===== src/sv/assert_macros.svh =====
// ----------------------------------------------------------------------------
// Assertion macros shared by the decoder RTL
// Clocked on clk, disabled while rst_n is low.
// ----------------------------------------------------------------------------
`ifndef ASSERT_MACROS_SVH
`define ASSERT_MACROS_SVH

// same-cycle implication
`define ASSERT_SAME(label, ante, cons, msg) \
    label: assert property (@(posedge clk) disable iff (!rst_n) (ante) |-> (cons)) \
        else $error(msg);

// next-cycle implication
`define ASSERT_NEXT(label, ante, cons, msg) \
    label: assert property (@(posedge clk) disable iff (!rst_n) (ante) |=> (cons)) \
        else $error(msg);

`endif


===== src/sv/htd_pkg.sv =====
// ----------------------------------------------------------------------------
// htd_pkg
// Codes, field widths and the request structs of the tree walk decoder.
// ----------------------------------------------------------------------------
package htd_pkg;

    localparam int SYM_W   = 8;
    localparam int LEN_W   = 6;
    localparam int CODE_W  = 32;
    localparam int BYTE_W  = 8;
    localparam int COUNT_W = 32;

    typedef enum logic [1:0] {
        ACT_INSERT = 2'd0,
        ACT_DECODE = 2'd1,
        ACT_CLEAR  = 2'd2
    } action_t;

    typedef enum logic [1:0] {
        KIND_SYMBOL = 2'd0,
        KIND_DONE   = 2'd1,
        KIND_ERROR  = 2'd2
    } kind_t;

    typedef enum logic [1:0] {
        ERR_NONE     = 2'd0,
        ERR_FULL     = 2'd1,
        ERR_CODE_LONG = 2'd2,
        ERR_MISSING  = 2'd3
    } err_t;

    typedef struct packed {
        kind_t            kind;
        logic [SYM_W-1:0] sym;
        err_t             err;
    } result_t;

    // engine -> result buffer
    typedef struct packed {
        logic    push;
        logic    flush;
        result_t res;
    } buf_req_t;

    // result buffer -> engine
    typedef struct packed {
        logic push_ok;
        logic flush_ok;
        logic pend_valid;
    } buf_stat_t;

endpackage


===== src/sv/htd_result_buf.sv =====
// ----------------------------------------------------------------------------
// htd_result_buf
// Holds the newest result back until it is known whether it is the last one
// of its request, and drives the output register.
// ----------------------------------------------------------------------------
module htd_result_buf (
    input  logic                clk,
    input  logic                rst_n,
    input  htd_pkg::buf_req_t   req,
    output htd_pkg::buf_stat_t  stat,
    output logic                m_tvalid,
    input  logic                m_tready,
    output logic [15:0]         m_tdata,   // symbol_out[7:0], error_code[9:8], zero fill
    output logic [1:0]          m_tuser,   // kind
    output logic                m_tlast
);

    logic              pend_valid_reg, pend_valid_next;
    htd_pkg::result_t  pend_res_reg, pend_res_next;
    logic              out_valid_reg, out_valid_next;
    htd_pkg::result_t  out_res_reg, out_res_next;
    logic              out_last_reg, out_last_next;
    logic              out_free;

    assign out_free      = !out_valid_reg || m_tready;
    assign stat.push_ok  = !pend_valid_reg || out_free;
    assign stat.flush_ok = !pend_valid_reg || out_free;
    assign stat.pend_valid = pend_valid_reg;

    always_comb
    begin
        pend_valid_next = pend_valid_reg;
        pend_res_next   = pend_res_reg;
        out_valid_next  = out_valid_reg && !m_tready;
        out_res_next    = out_res_reg;
        out_last_next   = out_last_reg;
        if (req.push && stat.push_ok)
        begin
            // older result moves on, it cannot be the last any more
            if (pend_valid_reg)
            begin
                out_valid_next = 1'b1;
                out_res_next   = pend_res_reg;
                out_last_next  = 1'b0;
            end
            pend_valid_next = 1'b1;
            pend_res_next   = req.res;
        end
        else if (req.flush && pend_valid_reg && out_free)
        begin
            out_valid_next  = 1'b1;
            out_res_next    = pend_res_reg;
            out_last_next   = 1'b1;
            pend_valid_next = 1'b0;
        end
    end

    always_ff @(posedge clk or negedge rst_n)
    begin
        if (!rst_n)
        begin
            pend_valid_reg <= 1'b0;
            pend_res_reg   <= '0;
            out_valid_reg  <= 1'b0;
            out_res_reg    <= '0;
            out_last_reg   <= 1'b0;
        end
        else
        begin
            pend_valid_reg <= pend_valid_next;
            pend_res_reg   <= pend_res_next;
            out_valid_reg  <= out_valid_next;
            out_res_reg    <= out_res_next;
            out_last_reg   <= out_last_next;
        end
    end

    assign m_tvalid = out_valid_reg;
    assign m_tdata  = {6'd0, out_res_reg.err, out_res_reg.sym};
    assign m_tuser  = out_res_reg.kind;
    assign m_tlast  = out_last_reg;

endmodule


===== config.mk =====
export PLATFORM = sky130hd
export DESIGN_NAME = htd_result_buf
export DESIGN_NICKNAME = d
export VERILOG_FILES = /design/src/sv/assert_macros.svh /design/src/sv/htd_pkg.sv /design/src/sv/htd_result_buf.sv
export SDC_FILE = /design/constraint.sdc
export NUM_CORES = 1
export LEC_CHECK = 0
export BUFFER_PORTS_ARGS = -buffer_cell sky130_fd_sc_hd__buf_2
export CAP_MARGIN = 20
export CORE_AREA = 4 4 75 77
export DETAILED_ROUTE_END_ITERATION = 12
export DIE_AREA = 0 0 79 81
export PLACE_DENSITY_LB_ADDON = 0.05
export SLEW_MARGIN = 30
export SYNTH_ARGS = -nofsm -noshare
export SYNTH_HDL_FRONTEND = slang
export SYNTH_SLANG_ARGS = --single-unit

===== constraint.sdc =====
create_clock -name clk -period 3.2 [get_ports clk]
set_input_delay 0.32 -clock clk [delete_from_list [all_inputs] [get_ports clk]]
set_output_delay 0.32 -clock clk [all_outputs]
set_load 0.02 [all_outputs]

==> results of run 1 <==
[path summary, 6_finish.rpt]
check / from / end / slack, ps / depth (start not counted)
setup / recovery: pend_valid_reg / pend_res_reg[8] / 1720 / 3
hold / removal: rst_n / m_tdata[1] / 50 / 1
setup reg to reg: pend_valid_reg / pend_res_reg[8] / 1720 / 3
hold reg to reg: pend_res_reg[8] / m_tdata[6] / 510 / 1
max in group asynchronous: rst_n / m_tdata[7] / 2750 / 1
min in group clk: req[6] / pend_res_reg[6] / 270 / 2
[per-layer routing]
metal	track usage	part of all wire	vias to the layer above
met5	0	0	-
met4	0.0309	0.0086	0
li1	-	-	294
met1	0.0949	0.46	312
met3	0.0211	0.060	2
met2	0.104	0.47	17
[cells by family after synthesis]
group	Yosys count	synth area share
AO/OA/AOI/OAI	4	0.0356
AND/OR/NAND/NOR	5	0.0325
flip-flops	27	0.566
buffers and inverters	10	0.0765
other	1	0.00314
multiplexers	24	0.286
[cell type report]
cell class / instances / area, um2
repair buffers: 33 / 165
well taps: 70 / 87.6
flip-flops and latches: 27 / 676
clock buffers: 4 / 45.0
fillers: 558 / 3590
multi-input cells: 39 / 445
[power breakdown]
part | switching [uW] | internal (uW)
clock | 106 | 89.1
combinational | 154 | 153
sequential | 47.9 | 421
total | 308 | 663
[metrics by stage]
step,total power [uW],util,setup WS [ps],instances
floorplan,701,-,1750,76
global placement,788,0.274,1680,169
detailed placement,789,0.274,1660,169
CTS,988,0.283,1700,173
global route,1030,0.283,1660,173
finish,971,0.283,1720,173
[worst register-to-register path: stages, from the launching register on]
cell and delay (ps):
dfrtp_1 490, nand3b_2 130, nand2_2 360, mux2_2 390
[synthesized netlist by cell type]
library cell  number
dfrtp_1           27
mux2_4            19
buf_4              8
mux2_2             5
a31oi_1            2
nand2_1            2
a21o_2             1
buf_12             1
buf_6              1
conb_1             1
nand2_2            1
nand2b_4           1
nand3b_2           1
o211ai_4           1
==> results.yml, run 1 <==
status:
  outcome: "complete, no violations"
cts:
  cts-htree-levels: 1
  clk_latency_ps: 270
  cts_sinks: 27
  numCtsBuffers: 3
  ctsRootBufferMaster: "clkbuf_8"
  cts_buffer_depth: 2
  postCtsSetupBuffers: 0
  cts_hold_buf: 0
  cts_resized: 0
  clk_pin_slew_ps: 90
  cts_tree: "yes"
final_layout:
  final_common_cell: "buf_2"
  final_cell_mix: "33 x buf_2, 27 x dfrtp_1, 19 x mux2_4, 6 x conb_1, 5 x mux2_2"
  design_area_um2: 1420
  area_growth_pct: 18.9
  drive_gt1_frac: 0.631
  largest_reg_flops: 12
  n_antenna_cell: 0
  nNetsFinal: 121
sta:
  finalHoldViolCount: 0
  rsz0062_at_grt: "false"
  fin_crit_sh: 0.464
  drv_slew: 0
  hold-worst-slack_ps: 52.2
  relSlewSlack: 0.574
  worst_pin_slew_ps: 636
  tns_ps: 0
  period_needed_ps: 1480
  finalClockSkew_ps: 3.45
  finalSetupViolations: 0
  clock.fmax_mhz: 674
worst_hold_path:
  hold_class: "input port to async pin"
critical_path:
  required_ps: 3360
  start_kind: "register"
  cp_slowest_cell: "dfrtp_1"
  cp-end-kind: "register"
  timing.critical_path.buf_inv: 0
  path_class: "register to register"
  cp_cell_sequence: "nand3b_2 -> nand2_2 -> mux2_2"
  worstPathArrival_ps: 1640
  worst_path_dominant_cell_family: "flip-flops"
  critPathMaxFanout: 12
  cp_slowest_stage_delay_ps: 490
routing:
  vias: 625
  avgViaCountPerCell: 3.61
  dr.pass1.iters: 3
  drt-total-wl_um: 2200
  post_drt_wl_per_cell_um: 12.7
  route.detailed.drc: 0
  drtAntennaViolNets: 0
  drt_iter0_drc: 24
yosys:
  yosysSeqAreaShare: 0.566
  yosys.cell_types.count: 14
  synth_area_per_cell_um2: 16.8
  synthCells: 71
  synth.top_cell.area_share: 0.566
  syn_area_um2: 1190
  synth_area_leaders: "dfrtp_1 57%, mux2_4 24%, buf_4 5.0%"
  yosys.area.top_type: "dfrtp_1"
  ys_ff_latch: 27
  yosys_warnings: 0
floorplan:
  std_cell_rows: 26
  dieWidth_um: 79
  start_util: 0.238
  pin_count: 40
  core_um2: 5010
  die_h_um: 81
  dieArea_um2: 6400
power:
  irDropWorstVdd_mv: 0.213
  leakagePower_uw: 0.000703
  powerDensity_nw_per_um2: 684
place:
  numPortBuffers: 33
  placed_area_um2: 1370
  hpwlAfterDp_um: 1540
  gp_congestion: 0.642
grt:
  grt_pass1_wl_um: 3350
  track_usage: 0.0702
  grt_max_degree: 28
  grt_pass1_vias: 619
  antenna_found_initial: 0
  gr-total-overflow: 0
flow_run:
  timing.max_cap.violations: 0
Note: power is estimated with default switching activity, not from simulation.
==> run 2, diff against run 1 <==
ABC_AREA = 1   (was default)
CORE_AREA = 4 4 74 76   (was 4 4 75 77)
DIE_AREA = 0 0 78 80   (was 0 0 79 81)
clock period = 1.22 ns   (was 3.2 ns; I/O delays follow)
==> results.yml, run 2 <==
place:
  gp_congestion: 0.694
  hpwlAfterDp_um: 2090
  numPortBuffers: 33
  placed_area_um2: 1390
grt:
  track_usage: 0.104
  grt_pass1_wl_um: 5060
  antenna_found_initial: 0
  gr-total-overflow: 0
  grt_max_degree: 28
  gr-usage-met3: 0.0271
  busiest_layer: "met2"
  met1_usage: 0.129
  grt_pass1_vias: 1024
  use_met2: 0.172
critical_path:
  start_kind: "register"
  worst_path_dominant_cell_family: "flip-flops"
  cp_slowest_cell: "dfrtp_1"
  timing.critical_path.buf_inv: 2
  cp_cell_sequence: "nand3_4 -> buf_6 -> buf_6"
  required_ps: 1100
  critPathMaxFanout: 4
  path_class: "register to output pin"
  cp-end-kind: "output pin"
  worst_path_most_repeated_cell: "buf_6"
  worstPathArrival_ps: 1080
  cp_slowest_stage_delay_ps: 440
flow_run:
  timing.max_cap.violations: 0
power:
  leakagePower_uw: 0.000830
  irDropWorstVdd_mv: 0.536
  powerDensity_nw_per_um2: 1990
floorplan:
  die_h_um: 80
  std_cell_rows: 25
  start_util: 0.248
  dieArea_um2: 6240
  pin_count: 40
  core_um2: 4720
  dieWidth_um: 78
sta:
  relSlewSlack: 0.581
  tns_ps: 0
  clock.fmax_mhz: 832
  finalSetupViolations: 0
  rsz0062_at_grt: "true"
  period_needed_ps: 1200
  finalClockSkew_ps: 7.92
  finalHoldViolCount: 0
  fin_crit_sh: 0.986
  worst_pin_slew_ps: 628
  drv_slew: 0
yosys:
  ys_ff_latch: 27
  yosysMostFrequentCell: "nand2_1"
  yosys.area.top_type: "dfrtp_1"
  syn_area_um2: 1170
  synth.top_cell.area_share: 0.577
  synthFlopType: "dfrtp_1"
  yosys_warnings: 0
  synthCells: 131
  async_flop_share: 1.00
  synth_area_leaders: "dfrtp_1 58%, nand2_1 18%, buf_4 6.4%"
  synth_area_per_cell_um2: 8.94
  yosys.cell_types.count: 14
  yosysSeqAreaShare: 0.577
  synth_edf_count: 0
  synthTopCellsByCount: "56 x nand2_1, 27 x dfrtp_1, 12 x nand3_1, 12 x nand4_1, 10 x buf_4"
cts:
  clk_pin_slew_ps: 100
  ctsRootBufferMaster: "clkbuf_8"
  cts_buffer_depth: 2
  numCtsBuffers: 3
  cts_tree: "yes"
  cts-htree-levels: 1
  clk_latency_ps: 280
  cts_sinks: 27
final_layout:
  final_cell_mix: "56 x nand2_1, 31 x buf_2, 27 x dfrtp_1, 12 x nand4_1, 12 x nand3_1"
  design_area_um2: 1520
  area_growth_pct: 29.5
  largest_reg_flops: 12
  drive_gt1_frac: 0.306
  n_antenna_cell: 0
  nNetsFinal: 188
  final_common_cell: "nand2_1"
routing:
  drt-total-wl_um: 3010
  dr.pass1.iters: 5
  drtAntennaViolNets: 0
  vias: 993
  drt_iter0_drc: 48
  avgViaCountPerCell: 4.19
  route.detailed.drc: 0
  post_drt_wl_per_cell_um: 12.7
worst_hold_path:
  hold_class: "input port to register"
status:
  outcome: "complete, no violations"
-- run 2: stage by stage --
stage	std cells	util	setup slack (ps)	power, uW	hold WS, ps
5_1_grt	237	0.321	-45.7	3250	58.4
3_5_place_dp	228	0.295	21.6	2450	186
2_1_floorplan	136	-	27.5	2060	-174
6_report	237	0.321	17.5	3020	64.6
4_1_cts	236	0.315	-18.3	3050	60.2
3_3_place_gp	228	0.295	80.4	2430	181
-- run 2: final timing paths --
check | start | cells after the start | endpoint | slack [ps]
worst max-delay path | pend_valid_reg | 3 | stat[1] | 20
worst min-delay path | req[11] | 3 | pend_res_reg[11] | 60
worst max register to register | pend_valid_reg | 6 | pend_res_reg[4] | 70
worst min register to register | m_tdata[4] | 2 | m_tdata[4] | 470
max in group asynchronous | rst_n | 2 | m_tvalid | 410
min in group asynchronous | rst_n | 2 | m_tdata[8] | 390
-- run 2: layer usage --
layer | wire length, um | vias up
met5 | 0 | -
met4 | 47 | 0
met3 | 150 | 5
met2 | 1490 | 25
met1 | 1320 | 473
li1 | - | 490
-- run 2: final cells by class --
class                   count  area (um2)
clock buffers               3        41.3
clock inverters             1        7.51
fillers                   518        3210
inverters                   3        11.3
multi-input cells          91         419
flip-flops and latches     27         676
well taps                  67        83.8
repair buffers             45         278
-- run 2: power breakdown --
| part | leakage [uW] | internal (uW) | switching, uW | total [uW] |
|---|---|---|---|---|
| Sequential | 0.000332 | 1180 | 158 | 1330 |
| Clock | 0.0000217 | 232 | 295 | 528 |
| Combinational | 0.000476 | 421 | 735 | 1160 |
-- run 2: cells by family (layout without fill, tap and decap cells) --
kind of cell           Yosys count  count (layout)  synth area share
other                            1               6           0.00320
and+or+nand+nor                 83              83             0.317
DFF                             27              27             0.577
buffers and inverters           18              52            0.0940
AOI/OAI and AO/OA                2               2           0.00854
-- run 2: repair_timing --
item / CTS / global route
resized for setup: 5 / 3
hold buffers: 1 / 0
setup endpoints to repair: 2 / 15
setup buffers: 3 / 1
pin swaps: 1 / 1
endpoints found under the hold margin: 27 / 0
-- run 2: tightest hold or removal path: stages --
cell     delay, ps
buf_2           80
nand3_1         60
nand2_1         60
