<file path="src/sv/assert_macros.svh">
// ----------------------------------------------------------------------------
// Assertion macros shared by the decoder RTL
// Clocked on clk, disabled while rst_n is low.
// ----------------------------------------------------------------------------
`ifndef ASSERT_MACROS_SVH
`define ASSERT_MACROS_SVH

// same-cycle implication
`define ASSERT_SAME(label, ante, cons, msg) \
    label: assert property (@(posedge clk) disable iff (!rst_n) (ante) |-> (cons)) \
        else $error(msg);

// next-cycle implication
`define ASSERT_NEXT(label, ante, cons, msg) \
    label: assert property (@(posedge clk) disable iff (!rst_n) (ante) |=> (cons)) \
        else $error(msg);

`endif

</file>
<file path="src/sv/htd_pkg.sv">
// ----------------------------------------------------------------------------
// htd_pkg
// Codes, field widths and the request structs of the tree walk decoder.
// ----------------------------------------------------------------------------
package htd_pkg;

    localparam int SYM_W   = 8;
    localparam int LEN_W   = 6;
    localparam int CODE_W  = 32;
    localparam int BYTE_W  = 8;
    localparam int COUNT_W = 32;

    typedef enum logic [1:0] {
        ACT_INSERT = 2'd0,
        ACT_DECODE = 2'd1,
        ACT_CLEAR  = 2'd2
    } action_t;

    typedef enum logic [1:0] {
        KIND_SYMBOL = 2'd0,
        KIND_DONE   = 2'd1,
        KIND_ERROR  = 2'd2
    } kind_t;

    typedef enum logic [1:0] {
        ERR_NONE     = 2'd0,
        ERR_FULL     = 2'd1,
        ERR_CODE_LONG = 2'd2,
        ERR_MISSING  = 2'd3
    } err_t;

    typedef struct packed {
        kind_t            kind;
        logic [SYM_W-1:0] sym;
        err_t             err;
    } result_t;

    // engine -> result buffer
    typedef struct packed {
        logic    push;
        logic    flush;
        result_t res;
    } buf_req_t;

    // result buffer -> engine
    typedef struct packed {
        logic push_ok;
        logic flush_ok;
        logic pend_valid;
    } buf_stat_t;

endpackage

</file>
<file path="src/sv/htd_engine.sv">
// ----------------------------------------------------------------------------
// htd_engine
// Sequencer for code insertion and the bit by bit tree walk. The root node
// lives in flip-flops; all other nodes live in the node table.
// ----------------------------------------------------------------------------
module htd_engine #(
    parameter int NODE_SLOTS    = 512,
    parameter int MAX_CODE_BITS = 32,
    parameter int IDX_W         = $clog2(NODE_SLOTS),
    parameter int CNT_W         = $clog2(NODE_SLOTS + 1),
    parameter int ENT_W         = 2 * IDX_W + htd_pkg::SYM_W
) (
    input  logic                          clk,
    input  logic                          rst_n,
    input  logic                          in_valid,
    output logic                          in_ready,
    input  logic [1:0]                    in_action,
    input  logic [htd_pkg::SYM_W-1:0]     in_sym,
    input  logic [htd_pkg::LEN_W-1:0]     in_len,
    input  logic [htd_pkg::CODE_W-1:0]    in_code,
    input  logic [htd_pkg::BYTE_W-1:0]    in_byte,
    input  logic                          cfg_valid,
    input  logic [htd_pkg::COUNT_W-1:0]   cfg_data,
    output logic                          ram_we,
    output logic [IDX_W-1:0]              ram_waddr,
    output logic [ENT_W-1:0]              ram_wdata,
    output logic                          ram_re,
    output logic [IDX_W-1:0]              ram_raddr,
    input  logic [ENT_W-1:0]              ram_rdata,
    output htd_pkg::buf_req_t             req,
    input  htd_pkg::buf_stat_t            stat
);

    typedef enum logic [2:0] {
        S_IDLE,
        S_DFETCH,
        S_DSTEP,
        S_DLEAF,
        S_ISTEP,
        S_ILOAD,
        S_INEW,
        S_FLUSH
    } state_t;

    state_t                          state_reg, state_next;
    logic [IDX_W-1:0]                walk_reg, walk_next;
    logic [IDX_W-1:0]                nxt_reg, nxt_next;
    logic [2:0]                      bit_reg, bit_next;
    logic [htd_pkg::BYTE_W-1:0]      byte_reg, byte_next;
    logic [htd_pkg::COUNT_W-1:0]     count_reg, count_next;
    logic [htd_pkg::COUNT_W-1:0]     expected_reg, expected_next;
    logic [CNT_W-1:0]                nodes_reg, nodes_next;
    logic [ENT_W-1:0]                root_reg, root_next;
    logic [IDX_W-1:0]                cur_reg, cur_next;
    logic [ENT_W-1:0]                cur_ent_reg, cur_ent_next;
    logic [htd_pkg::LEN_W-1:0]       len_reg, len_next;
    logic [htd_pkg::CODE_W-1:0]      code_reg, code_next;
    logic [htd_pkg::SYM_W-1:0]       sym_reg, sym_next;

    logic [ENT_W-1:0]                dec_ent;
    logic                            dec_bit;
    logic [IDX_W-1:0]                dec_nxt;
    logic                            rd_leaf;
    logic [htd_pkg::LEN_W-1:0]       ins_pos;
    logic                            ins_bit;
    logic [IDX_W-1:0]                ins_link;
    logic [IDX_W-1:0]                new_idx;
    logic                            table_full;
    logic [htd_pkg::COUNT_W-1:0]     count_inc;
    logic [ENT_W-1:0]                linked_ent;

    // entry layout: {sym, right, left}
    assign dec_ent   = (walk_reg == '0) ? root_reg : ram_rdata;
    assign dec_bit   = byte_reg[bit_reg];
    assign dec_nxt   = dec_bit ? dec_ent[2*IDX_W-1:IDX_W] : dec_ent[IDX_W-1:0];
    assign rd_leaf   = (ram_rdata[IDX_W-1:0] == '0) && (ram_rdata[2*IDX_W-1:IDX_W] == '0);

    assign ins_pos   = len_reg - htd_pkg::LEN_W'(1);
    // code bits above bit 31 count as zero
    assign ins_bit   = ins_pos[htd_pkg::LEN_W-1] ? 1'b0 : code_reg[ins_pos[4:0]];
    assign ins_link  = ins_bit ? cur_ent_reg[2*IDX_W-1:IDX_W] : cur_ent_reg[IDX_W-1:0];
    assign new_idx   = nodes_reg[IDX_W-1:0];
    assign table_full = nodes_reg >= CNT_W'(NODE_SLOTS);
    assign count_inc = count_reg + htd_pkg::COUNT_W'(1);
    assign linked_ent = ins_bit ? {cur_ent_reg[ENT_W-1:2*IDX_W], new_idx, cur_ent_reg[IDX_W-1:0]}
                                : {cur_ent_reg[ENT_W-1:IDX_W], new_idx};

    assign in_ready = (state_reg == S_IDLE);

    always_comb
    begin
        state_next    = state_reg;
        walk_next     = walk_reg;
        nxt_next      = nxt_reg;
        bit_next      = bit_reg;
        byte_next     = byte_reg;
        count_next    = count_reg;
        expected_next = expected_reg;
        nodes_next    = nodes_reg;
        root_next     = root_reg;
        cur_next      = cur_reg;
        cur_ent_next  = cur_ent_reg;
        len_next      = len_reg;
        code_next     = code_reg;
        sym_next      = sym_reg;
        ram_we        = 1'b0;
        ram_waddr     = '0;
        ram_wdata     = '0;
        ram_re        = 1'b0;
        ram_raddr     = '0;
        req           = '0;
        req.res.kind  = htd_pkg::KIND_DONE;
        req.res.err   = htd_pkg::ERR_NONE;

        if (cfg_valid)
        begin
            expected_next = cfg_data;
        end

        case (state_reg)
            S_IDLE:
            begin
                if (in_valid)
                begin
                    case (htd_pkg::action_t'(in_action))
                        htd_pkg::ACT_INSERT:
                        begin
                            sym_next  = in_sym;
                            code_next = in_code;
                            len_next  = in_len;
                            if (int'(in_len) > MAX_CODE_BITS)
                            begin
                                req.push     = 1'b1;
                                req.res.kind = htd_pkg::KIND_ERROR;
                                req.res.err  = htd_pkg::ERR_CODE_LONG;
                                state_next   = S_FLUSH;
                            end
                            else
                            begin
                                cur_next     = '0;
                                cur_ent_next = root_reg;
                                state_next   = S_ISTEP;
                            end
                        end
                        htd_pkg::ACT_DECODE:
                        begin
                            byte_next = in_byte;
                            bit_next  = 3'd7;
                            if (count_reg >= expected_reg)
                            begin
                                state_next = S_FLUSH;
                            end
                            else if (walk_reg == '0)
                            begin
                                state_next = S_DSTEP;
                            end
                            else
                            begin
                                state_next = S_DFETCH;
                            end
                        end
                        htd_pkg::ACT_CLEAR:
                        begin
                            nodes_next = CNT_W'(1);
                            walk_next  = '0;
                            count_next = '0;
                            root_next  = '0;
                            req.push   = 1'b1;
                            state_next = S_FLUSH;
                        end
                        default:
                        begin
                            state_next = S_IDLE;
                        end
                    endcase
                end
            end

            S_DFETCH:
            begin
                ram_re     = 1'b1;
                ram_raddr  = walk_reg;
                state_next = S_DSTEP;
            end

            S_DSTEP:
            begin
                if (dec_nxt == '0)
                begin
                    req.push     = 1'b1;
                    req.res.kind = htd_pkg::KIND_ERROR;
                    req.res.err  = htd_pkg::ERR_MISSING;
                    if (stat.push_ok)
                    begin
                        walk_next  = '0;
                        state_next = S_FLUSH;
                    end
                end
                else
                begin
                    ram_re     = 1'b1;
                    ram_raddr  = dec_nxt;
                    nxt_next   = dec_nxt;
                    state_next = S_DLEAF;
                end
            end

            S_DLEAF:
            begin
                if (rd_leaf)
                begin
                    req.push     = 1'b1;
                    req.res.kind = htd_pkg::KIND_SYMBOL;
                    req.res.sym  = ram_rdata[ENT_W-1:2*IDX_W];
                    if (stat.push_ok)
                    begin
                        count_next = count_inc;
                        walk_next  = '0;
                        if ((bit_reg == 3'd0) || (count_inc >= expected_reg))
                        begin
                            state_next = S_FLUSH;
                        end
                        else
                        begin
                            bit_next   = bit_reg - 3'd1;
                            state_next = S_DSTEP;
                        end
                    end
                end
                else
                begin
                    walk_next = nxt_reg;
                    if (bit_reg == 3'd0)
                    begin
                        state_next = S_FLUSH;
                    end
                    else
                    begin
                        bit_next   = bit_reg - 3'd1;
                        state_next = S_DSTEP;
                    end
                end
            end

            S_ISTEP:
            begin
                if (len_reg == '0)
                begin
                    req.push = 1'b1;
                    if (stat.push_ok)
                    begin
                        if (cur_reg == '0)
                        begin
                            root_next = {sym_reg, cur_ent_reg[2*IDX_W-1:0]};
                        end
                        else
                        begin
                            ram_we    = 1'b1;
                            ram_waddr = cur_reg;
                            ram_wdata = {sym_reg, cur_ent_reg[2*IDX_W-1:0]};
                        end
                        state_next = S_FLUSH;
                    end
                end
                else if (ins_link != '0)
                begin
                    ram_re     = 1'b1;
                    ram_raddr  = ins_link;
                    cur_next   = ins_link;
                    len_next   = ins_pos;
                    state_next = S_ILOAD;
                end
                else if (table_full)
                begin
                    req.push     = 1'b1;
                    req.res.kind = htd_pkg::KIND_ERROR;
                    req.res.err  = htd_pkg::ERR_FULL;
                    if (stat.push_ok)
                    begin
                        state_next = S_FLUSH;
                    end
                end
                else
                begin
                    if (cur_reg == '0)
                    begin
                        root_next = linked_ent;
                    end
                    else
                    begin
                        ram_we    = 1'b1;
                        ram_waddr = cur_reg;
                        ram_wdata = linked_ent;
                    end
                    state_next = S_INEW;
                end
            end

            S_ILOAD:
            begin
                cur_ent_next = ram_rdata;
                state_next   = S_ISTEP;
            end

            S_INEW:
            begin
                ram_we       = 1'b1;
                ram_waddr    = new_idx;
                ram_wdata    = '0;
                cur_next     = new_idx;
                cur_ent_next = '0;
                nodes_next   = nodes_reg + CNT_W'(1);
                len_next     = ins_pos;
                state_next   = S_ISTEP;
            end

            S_FLUSH:
            begin
                req.flush = 1'b1;
                if (stat.flush_ok)
                begin
                    state_next = S_IDLE;
                end
            end

            default:
            begin
                state_next = S_IDLE;
            end
        endcase
    end

    always_ff @(posedge clk or negedge rst_n)
    begin
        if (!rst_n)
        begin
            state_reg    <= S_IDLE;
            walk_reg     <= '0;
            nxt_reg      <= '0;
            bit_reg      <= '0;
            byte_reg     <= '0;
            count_reg    <= '0;
            expected_reg <= '0;
            nodes_reg    <= CNT_W'(1);
            root_reg     <= '0;
            cur_reg      <= '0;
            cur_ent_reg  <= '0;
            len_reg      <= '0;
            code_reg     <= '0;
            sym_reg      <= '0;
        end
        else
        begin
            state_reg    <= state_next;
            walk_reg     <= walk_next;
            nxt_reg      <= nxt_next;
            bit_reg      <= bit_next;
            byte_reg     <= byte_next;
            count_reg    <= count_next;
            expected_reg <= expected_next;
            nodes_reg    <= nodes_next;
            root_reg     <= root_next;
            cur_reg      <= cur_next;
            cur_ent_reg  <= cur_ent_next;
            len_reg      <= len_next;
            code_reg     <= code_next;
            sym_reg      <= sym_next;
        end
    end

endmodule

</file>
<file path="config.mk">
export PLATFORM = sky130hd
export DESIGN_NAME = htd_engine
export DESIGN_NICKNAME = d
export VERILOG_FILES = /design/src/sv/assert_macros.svh /design/src/sv/htd_pkg.sv /design/src/sv/htd_engine.sv
export SDC_FILE = /design/constraint.sdc
export NUM_CORES = 1
export LEC_CHECK = 0
export BUFFER_PORTS_ARGS = -buffer_cell sky130_fd_sc_hd__buf_2
export CELL_PAD_IN_SITES_DETAIL_PLACEMENT = 1
export CELL_PAD_IN_SITES_GLOBAL_PLACEMENT = 1
export CORE_ASPECT_RATIO = 0.75
export CORE_UTILIZATION = 44
export DETAILED_ROUTE_END_ITERATION = 8
export GPL_ROUTABILITY_DRIVEN = 0
export PLACE_DENSITY_LB_ADDON = 0.1
export SLEW_MARGIN = 15
export SYNTH_ARGS = -nofsm -noshare
export SYNTH_HDL_FRONTEND = slang
export SYNTH_SLANG_ARGS = --single-unit
</file>
<file path="constraint.sdc">
create_clock -name clk -period 4.9 [get_ports clk]
set_input_delay 0.735 -clock clk [delete_from_list [all_inputs] [get_ports clk]]
set_output_delay 0.735 -clock clk [all_outputs]
set_load 0.05 [all_outputs]
</file>
==> impl_summary.md, run 1 <==
Die
The total core area is 0.0291 mm2. The effective utilization at floorplan is between 40 and 50%. The die covers slightly above 0.03 mm2. The floorplan has 54 rows. The width of the die is 200 um.

Measured along the y axis, the die boundary spans between 150 and 200 um. roughly 180 I/O pins were placed.

Route
The count of nets left with antenna violations once routing finished came out at 0. The detail-routed net length per standard cell is around 21 um. Detailed routing inserted a total of approximately 12000 vias. After detailed routing, the total wire length is 43000 um.

Using the TritonRoute via totals, the vias-per-cell ratio works out to about 5.7. The number of optimization iterations in the first detailed-route pass is 5. After detailed routing, the number of remaining DRC violations is 0. The number of violations reported at the end of detailed-routing iteration 0 is approximately 800.

Worst setup path
At the worst endpoint, the required time is roughly 4200 ps. The cell type with the highest occurrence count on the critical path is mux2i_2. For the worst setup path, the data arrival time is around 4000 ps.

STA classifies the critical path endpoint as an output pin. STA classifies the critical path startpoint as a flip-flop. Walking the worst path, the cells encountered are inv_1, ha_4, nor3b_1, xor2_1, mux2i_2, o211ai_1, mux2i_2, or3_1, o221ai_1, buf_2.

Among all stages on the critical path, the largest delay is contributed by or3_1. The delay of the slowest cell on the worst path is around 520 ps. The kind of critical path is flip-flop to output pin. For the worst flop-to-flop path, the logic depth is 16.

The biggest fanout along the worst timing path is 9.

Cells and area
The fraction of the core area covered by cells at the end of the flow is 52.1%. The final layout contains around 1800 nets. The post-synthesis to final-layout area growth is 16.6%. The count of non-filler cells in the finished layout is 2034. The layout cell share with drive strength beyond 1 is 19.4%.

Placement
The number of input and output port buffers inserted is 180. The number of placed instances, taps included, is about 2000. The wire-length estimate of the detail-placed layout is between 30000 and 40000 um.

Yosys
The total of flip-flops plus latches after synthesis is approximately 210. The warning count from the yosys run is 0. Synthesis produced roughly 1500 cells. The share of the Yosys chip area taken by registers is about two fifths. The area of the mapped netlist is 0.0130 mm2. The netlist uses 69 different library cells. In the synthesized netlist the async set-or-reset flop fraction comes to 100%. Each instance of the synthesized netlist takes up on average around 8.9 um2. The number of synthesized flops with an enable pin is 0. The most used flip-flop cell after synthesis is dfrtp_1.

The number of nets in the synthesized netlist is around 1700.

Power and ir drop
The total power of the final layout is about 9300 uW. The static power due to leakage is about 0.0078 uW. The worst-case IR drop observed on VDD is between 400 and 500 uV. For this design the ratio of total power to cell area is slightly above 600 mW/mm2.

Timing
The worst-case hold slack is 266 ps. The hold violation total from the final report is 0. The max-slew headroom at the worst pin is roughly a quarter.

Adding up every negative setup slack in the final design gives 0 ps. The post-layout minimum cycle time is roughly 4800 ps. Between clock sinks in the finished design, the worst skew comes to about 16 ps. At the pin with the least slew margin, the transition time is approximately 1100 ps.

The final critical path takes up between 90 and 100% of the cycle. The final count of pins violating max slew was 0. Setup repair after global routing could not meet its margin everywhere. Setup violations remaining at the end of the flow were counted as 0.

Static timing analysis puts the maximum clock frequency at 210 MHz.

Global route
The initial antenna violation count came to 4. The maximum number of pins on one net before global-route repair is approximately 120. The first global-routing pass estimated 67700 um of wire. The total routing usage reported by global routing is between 20% and 30%. The total grt overflow is 0. The number of global-route vias before repair is between 10000 and 15000.

Clocking
The clock latency at the later pin of the worst-skew pair is 530 ps. The number of CTS-inserted buffers is 23. The root buffer cell is clkbuf_16. In this run, post-CTS hold repair placed 0 buffers. The clock passes through at most 3 buffers. After clock tree synthesis, the clock-pin slew on the worst setup and hold paths is 60 ps. The H-tree depth reported by CTS is 1. The clock sink count is between 200 and 250. TritonCTS built the clock tree.

Outcome
The flow ran to the end, and the final reports show no timing, DRC or antenna violations.

Worst hold path
The path category of the worst min-delay check is primary input to asynchronous set/reset pin.

Job
The total of max-cap violations is 0.
synth_stat cells, drive strengths merged (20+ instances only):
| cell | number | share of area (%) |
|---|---|---|
| a22o | 25 | 1.7 |
| a21oi | 30 | 1.2 |
| inv | 50 | 1.4 |
| xor2 | 23 | 1.7 |
| mux2 | 38 | 3.6 |
| nor3 | 31 | 1.2 |
| and3 | 22 | 1.1 |
| nand3 | 43 | 1.7 |
| mux2i | 58 | 4.5 |
| a22oi | 26 | 1.5 |
| ha | 70 | 6.7 |
| o21ai | 125 | 4.8 |
| nor2 | 81 | 2.4 |
| nand2 | 351 | 10 |
| dfrtp | 212 | 41 |
| xnor2 | 20 | 1.3 |
| clkbuf | 63 | 1.8 |
placed cells by master, fill, tap and decap left out, drive strengths merged, types with 38 or more instances in the layout:
| cell type | count |
|---|---|
| nor2 | 81 |
| mux2i | 58 |
| inv | 50 |
| nand2 | 351 |
| mux2 | 38 |
| dfrtp | 212 |
| o21ai | 125 |
| nand3 | 43 |
| buf | 212 |
| ha | 70 |
per-stage QoR:
| step | setup WS [ps] | instance area (um2) |
|---|---|---|
| 6_report | 135 | 15100 |
| 5_1_grt | -9.79 | 15100 |
| 3_3_place_gp | 432 | 14300 |
| 4_1_cts | 13.9 | 15100 |
| 3_5_place_dp | 277 | 14300 |
| 2_1_floorplan | 69.8 | 13000 |
worst max-delay path, delay by kind of cell (launching register included):
kind / cells / cell delay, ps
DFF: 1 / 400
and+or+nand+nor: 2 / 760
xor gates and xnor gates: 1 / 390
AOI/OAI and AO/OA: 2 / 690
muxes: 2 / 590
buffers and inverters: 2 / 460
adders and majority gates: 1 / 220
layout make-up:
type | instances | area (um2)
Antenna cell | 1 | 2.50
Clock buffer | 32 | 639
Clock inverter | 8 | 115
Fill cell | 3481 | 13900
Inverter | 51 | 191
Multi-Input combinational cell | 1125 | 7210
Sequential cell | 213 | 5330
Tap cell | 392 | 490
Timing Repair Buffer | 212 | 1150
kinds of logic after synthesis:
kind of cell	Yosys count	share of synthesized area [%]
compound gates	294	14.6
xor+xnor	43	3.05
fa+ha+maj	70	6.75
buf+inv	123	3.73
flops	213	41.1
mux	106	9.85
simple gates	612	20.9
power by group:
group	internal [uW]	leakage, uW	switching (uW)
clock network	1060	0.000374	734
logic	1670	0.00460	2940
registers	2310	0.00278	542
total	5040	0.00776	4220
layer usage:
| layer | GRT usage [%] | wire [um] | up-vias |
|---|---|---|---|
| li1 | - | - | 5449 |
| met1 | 43.9 | 21500 | 5789 |
| met2 | 42.0 | 18200 | 337 |
| met3 | 5.00 | 2600 | 46 |
| met4 | 5.88 | 725 | 6 |
| met5 | 0 | 34 | - |
what timing repair did:
action                     in CTS  in global routing
buffers inserted                1                  0
setup endpoints to repair      30                 30
resized for setup               5                  3
pin swaps                       1                  1
worst paths after layout:
check	from	end	slack, ps
max	len_reg[1]	ram_raddr[1]	140
min	rst_n	expected_reg[14]	270
max reg2reg	count_reg[2]	state_reg[0]	360
min reg2reg	code_reg[31]	code_reg[31]	470
max in group asynchronous	rst_n	count_reg[11]	3480
min in group clk	in_code[10]	code_reg[10]	400
No activity file was read; power rests on OpenSTA's default activity.
==> run 2: changes to the inputs <==
- CORE_MARGIN: not set -> 2
==> run 2 against run 1 <==
Effect of this change: die area is 2.3% higher; setup slack better by 25 ps; combinational power is 2% higher; critical path depth stayed put; clock power is 11% higher; non-clock buffer count is 2 higher; cell area is 1.0% higher; largest cell class unchanged; sequential power hardly changed; global-route usage is 0.29 points lower; critical path type unchanged; utilization is 0.54 points higher; sequential share of layout area is 0.36 points lower; clock skew is 6.8 ps lower.
==> impl_summary.md, run 2 (synthesized netlist as in run 1, its figures left out) <==
Global route
The layer with the highest usage is met1. For met3 alone, demand over resource in global routing was just over 4%. The total grt overflow is 0. The maximum number of pins on one net before global-route repair is 113. The global routing met1 resource utilization is a little under half. For this run, the total global-route usage over all layers was measured as between 20 and 30%. The first-pass GRT wire length is between 60000 and 70000 um. The number of global-route vias before repair was 11856. The global-route track usage on met2 is between 40% and 50%. The initial antenna violation count was 1.

Route
In this run the remaining antenna-violating nets after routing total 0. The total DRC errors in the routed layout is 0. The number of violations reported at the end of detailed-routing iteration 0 is ~840. The final routed wirelength across all metal layers is around 43000 um.

The number of optimization iterations in the first detailed-route pass is 5. The detail-routed net length per standard cell is between 20 and 25 um. The final route contains 11753 vias. The via density per instance is ~5.8.

Cells and area
The count of cells in the finished layout, fillers not included, comes to 2040. The library cells used most frequently in the layout, excluding fill and tap cells, are nand2_1, dfrtp_1, buf_2, o21ai_0, nor2_1. Fill cells in the final layout number 3512. The post-synthesis to final-layout area growth is 17.8%. The library cell used most frequently in the layout, excluding fill and tap cells, is nand2_1. The number of nets in the layout is roughly 1800. The fraction of the core area covered by cells at the end of the flow is 52.6%. The layout cell share with drive strength beyond 1 is between 20 and 25%.

0 antenna diodes ended up in the layout.

Worst setup path
Traced cell by cell, the critical path runs through inv_1, ha_4, mux4_2, mux2i_1, mux2i_1, o211ai_1, buf_4, mux2i_1, o311ai_0, buf_2. For the worst setup path, the data arrival time is 4010 ps. The number of buffers and inverters on the critical path is 3. The kind of start point of the critical path is a flip-flop. The critical path is of the flip-flop to output pin type. The kind of cell adding the most delay to the critical path is compound AO/OA/AOI/OAI gates. Data on the critical path is required at its endpoint by 4160 ps. The slowest library cell on the worst path is o311ai_0. The element type at the critical path end is an output pin.

The cell type with the highest occurrence count on the critical path is mux2i_1. The biggest fanout along the worst timing path is 10. In this design, the stage delay of the slowest critical-path cell is around 640 ps.

Placement
After detailed placement, the design holds a cell count of 1991. The detailed-placement wirelength estimate is 31700 um. The number of input and output port buffers inserted is 180. OpenSTA, run right after detailed placement, puts the worst setup slack at between 300 and 400 ps.

Clocking
Clock tree synthesis inserted a total of 25 buffers. The clock sink count is between 200 and 250. The maximum clock insertion buffer count is 3. For the worst-skew pair, the clock arrives at the later sink with an insertion delay of 530 ps. After clock tree synthesis, the clock-pin slew on the worst setup and hold paths is about 60 ps. In this run the number of H-tree levels came out at 1. CTS placed an instance of clkbuf_16 at the clock tree root. The clock tree from TritonCTS is built.

The number of buffers added to fix hold violations after cts is 0.

Timing
The hold violation total from the final report is 0. Clock skew on the completed layout was measured at around 8.8 ps. Setup repair after global routing left no endpoint under its margin. Setup violations remaining at the end of the flow were counted as 0. The actual slew at the worst max-slew pin is around 1100 ps. The total negative slack for setup checks is 0 ps. The share of the cycle needed by the critical path after routing is 96.7%. The final count of pins violating max slew was 0.

Headroom to the max-slew limit came out at about a quarter. The worst path needs between 4000 and 5000 ps of the cycle, external delays included. In the post-route analysis, the smallest setup slack over all paths is roughly 160 ps. For this run, the top clock speed supported by timing is 211 MHz.

Die
In this run the horizontal extent of the chip is about 200 um. The core region is 0.0291 mm2. The number of primary I/O pins is ~180. The standard-cell row count is 54. The effective utilization at floorplan is 44.7%.

Measured along the y axis, the die boundary spans 153 um. The floorplan step defined a die boundary enclosing about 0.031 mm2.

Power and ir drop
The switching share of power is between 40% and 50%. The analysis attributes to cell leakage a power of 0.00784 uW. The portion of total power attributed to combinational logic is 49.1%. Per report_power, the clock group accounts for 21.0% of the total. The worst-case IR drop observed on VDD is 401 uV.

Summed over all nets, the switching power comes to around 4300 uW. The power density over the cells is between 600 and 700 mW/mm2. Internal power comes to approximately 5200 uW. The portion of total power attributed to sequential cells is around 30%.

Job
The total of max-cap violations is 0.

Worst hold path
The tightest min-delay check is of the primary input to asynchronous set/reset pin type.

Outcome
The run finished with clean final reports.
[run 2: cell count changes in the layout (fill, tap and decap cells not counted), sizes merged]
cell	change
clkinv	+2
clkbuf	+5
buf	-1
diode	-1
bufinv	+1
[run 2: routing by layer]
| metal | part of all wire, % | up-vias |
|---|---|---|
| li1 | - | 5465 |
| met2 | 42 | 343 |
| met4 | 1.7 | 2 |
| met1 | 50 | 5898 |
| met5 | 0.025 | - |
| met3 | 6.1 | 45 |
[run 2: final cells by class]
| cell class | instances | area, um2 | share of cell area [%] |
|---|---|---|---|
| sequential | 213 | 5330 | 34.9 |
| multi-input combinational | 1125 | 7240 | 47.4 |
| timing repair buffer | 214 | 1170 | 7.65 |
| inverter | 51 | 191 | 1.25 |
| tap | 392 | 490 | 3.21 |
| clock buffer | 34 | 709 | 4.64 |
| clock inverter | 11 | 155 | 1.01 |
[run 2: path summary, 6_finish.rpt]
path,start,to,slack [ps],cells after the start
hold / removal,rst_n,byte_reg[7],320,1
min in group clk,in_code[25],code_reg[25],390,3
setup / recovery,len_reg[1],ram_raddr[8],160,10
hold reg to reg,code_reg[26],code_reg[26],470,2
max in group asynchronous,rst_n,cur_reg[7],3450,2
setup reg to reg,count_reg[6],state_reg[0],590,16
[run 2: stage by stage]
stage | instance area, um2 | total power, uW | hold slack, ps
2_1_floorplan | 13000 | 5960 | 437
3_3_place_gp | 14300 | 7170 | 453
3_5_place_dp | 14300 | 7330 | 462
4_1_cts | 15200 | 9410 | 369
5_1_grt | 15300 | 10100 | 373
6_report | 15300 | 9530 | 320
[run 2: what timing repair did]
item	in CTS	in global routing
setup endpoints to repair	33	42
gates resized for setup	4	13
pin swaps	1	4
setup buffers	1	3
[run 2: power groups by stage]
stage | logic [uW] | clock network [uW] | registers, uW
after floorplan | 3330 | 0 | 2630
after global placement | 4340 | 0 | 2830
after detailed placement | 4480 | 0 | 2850
after CTS | 4540 | 2030 | 2830
after global routing | 5070 | 2100 | 2930
final | 4680 | 2000 | 2850
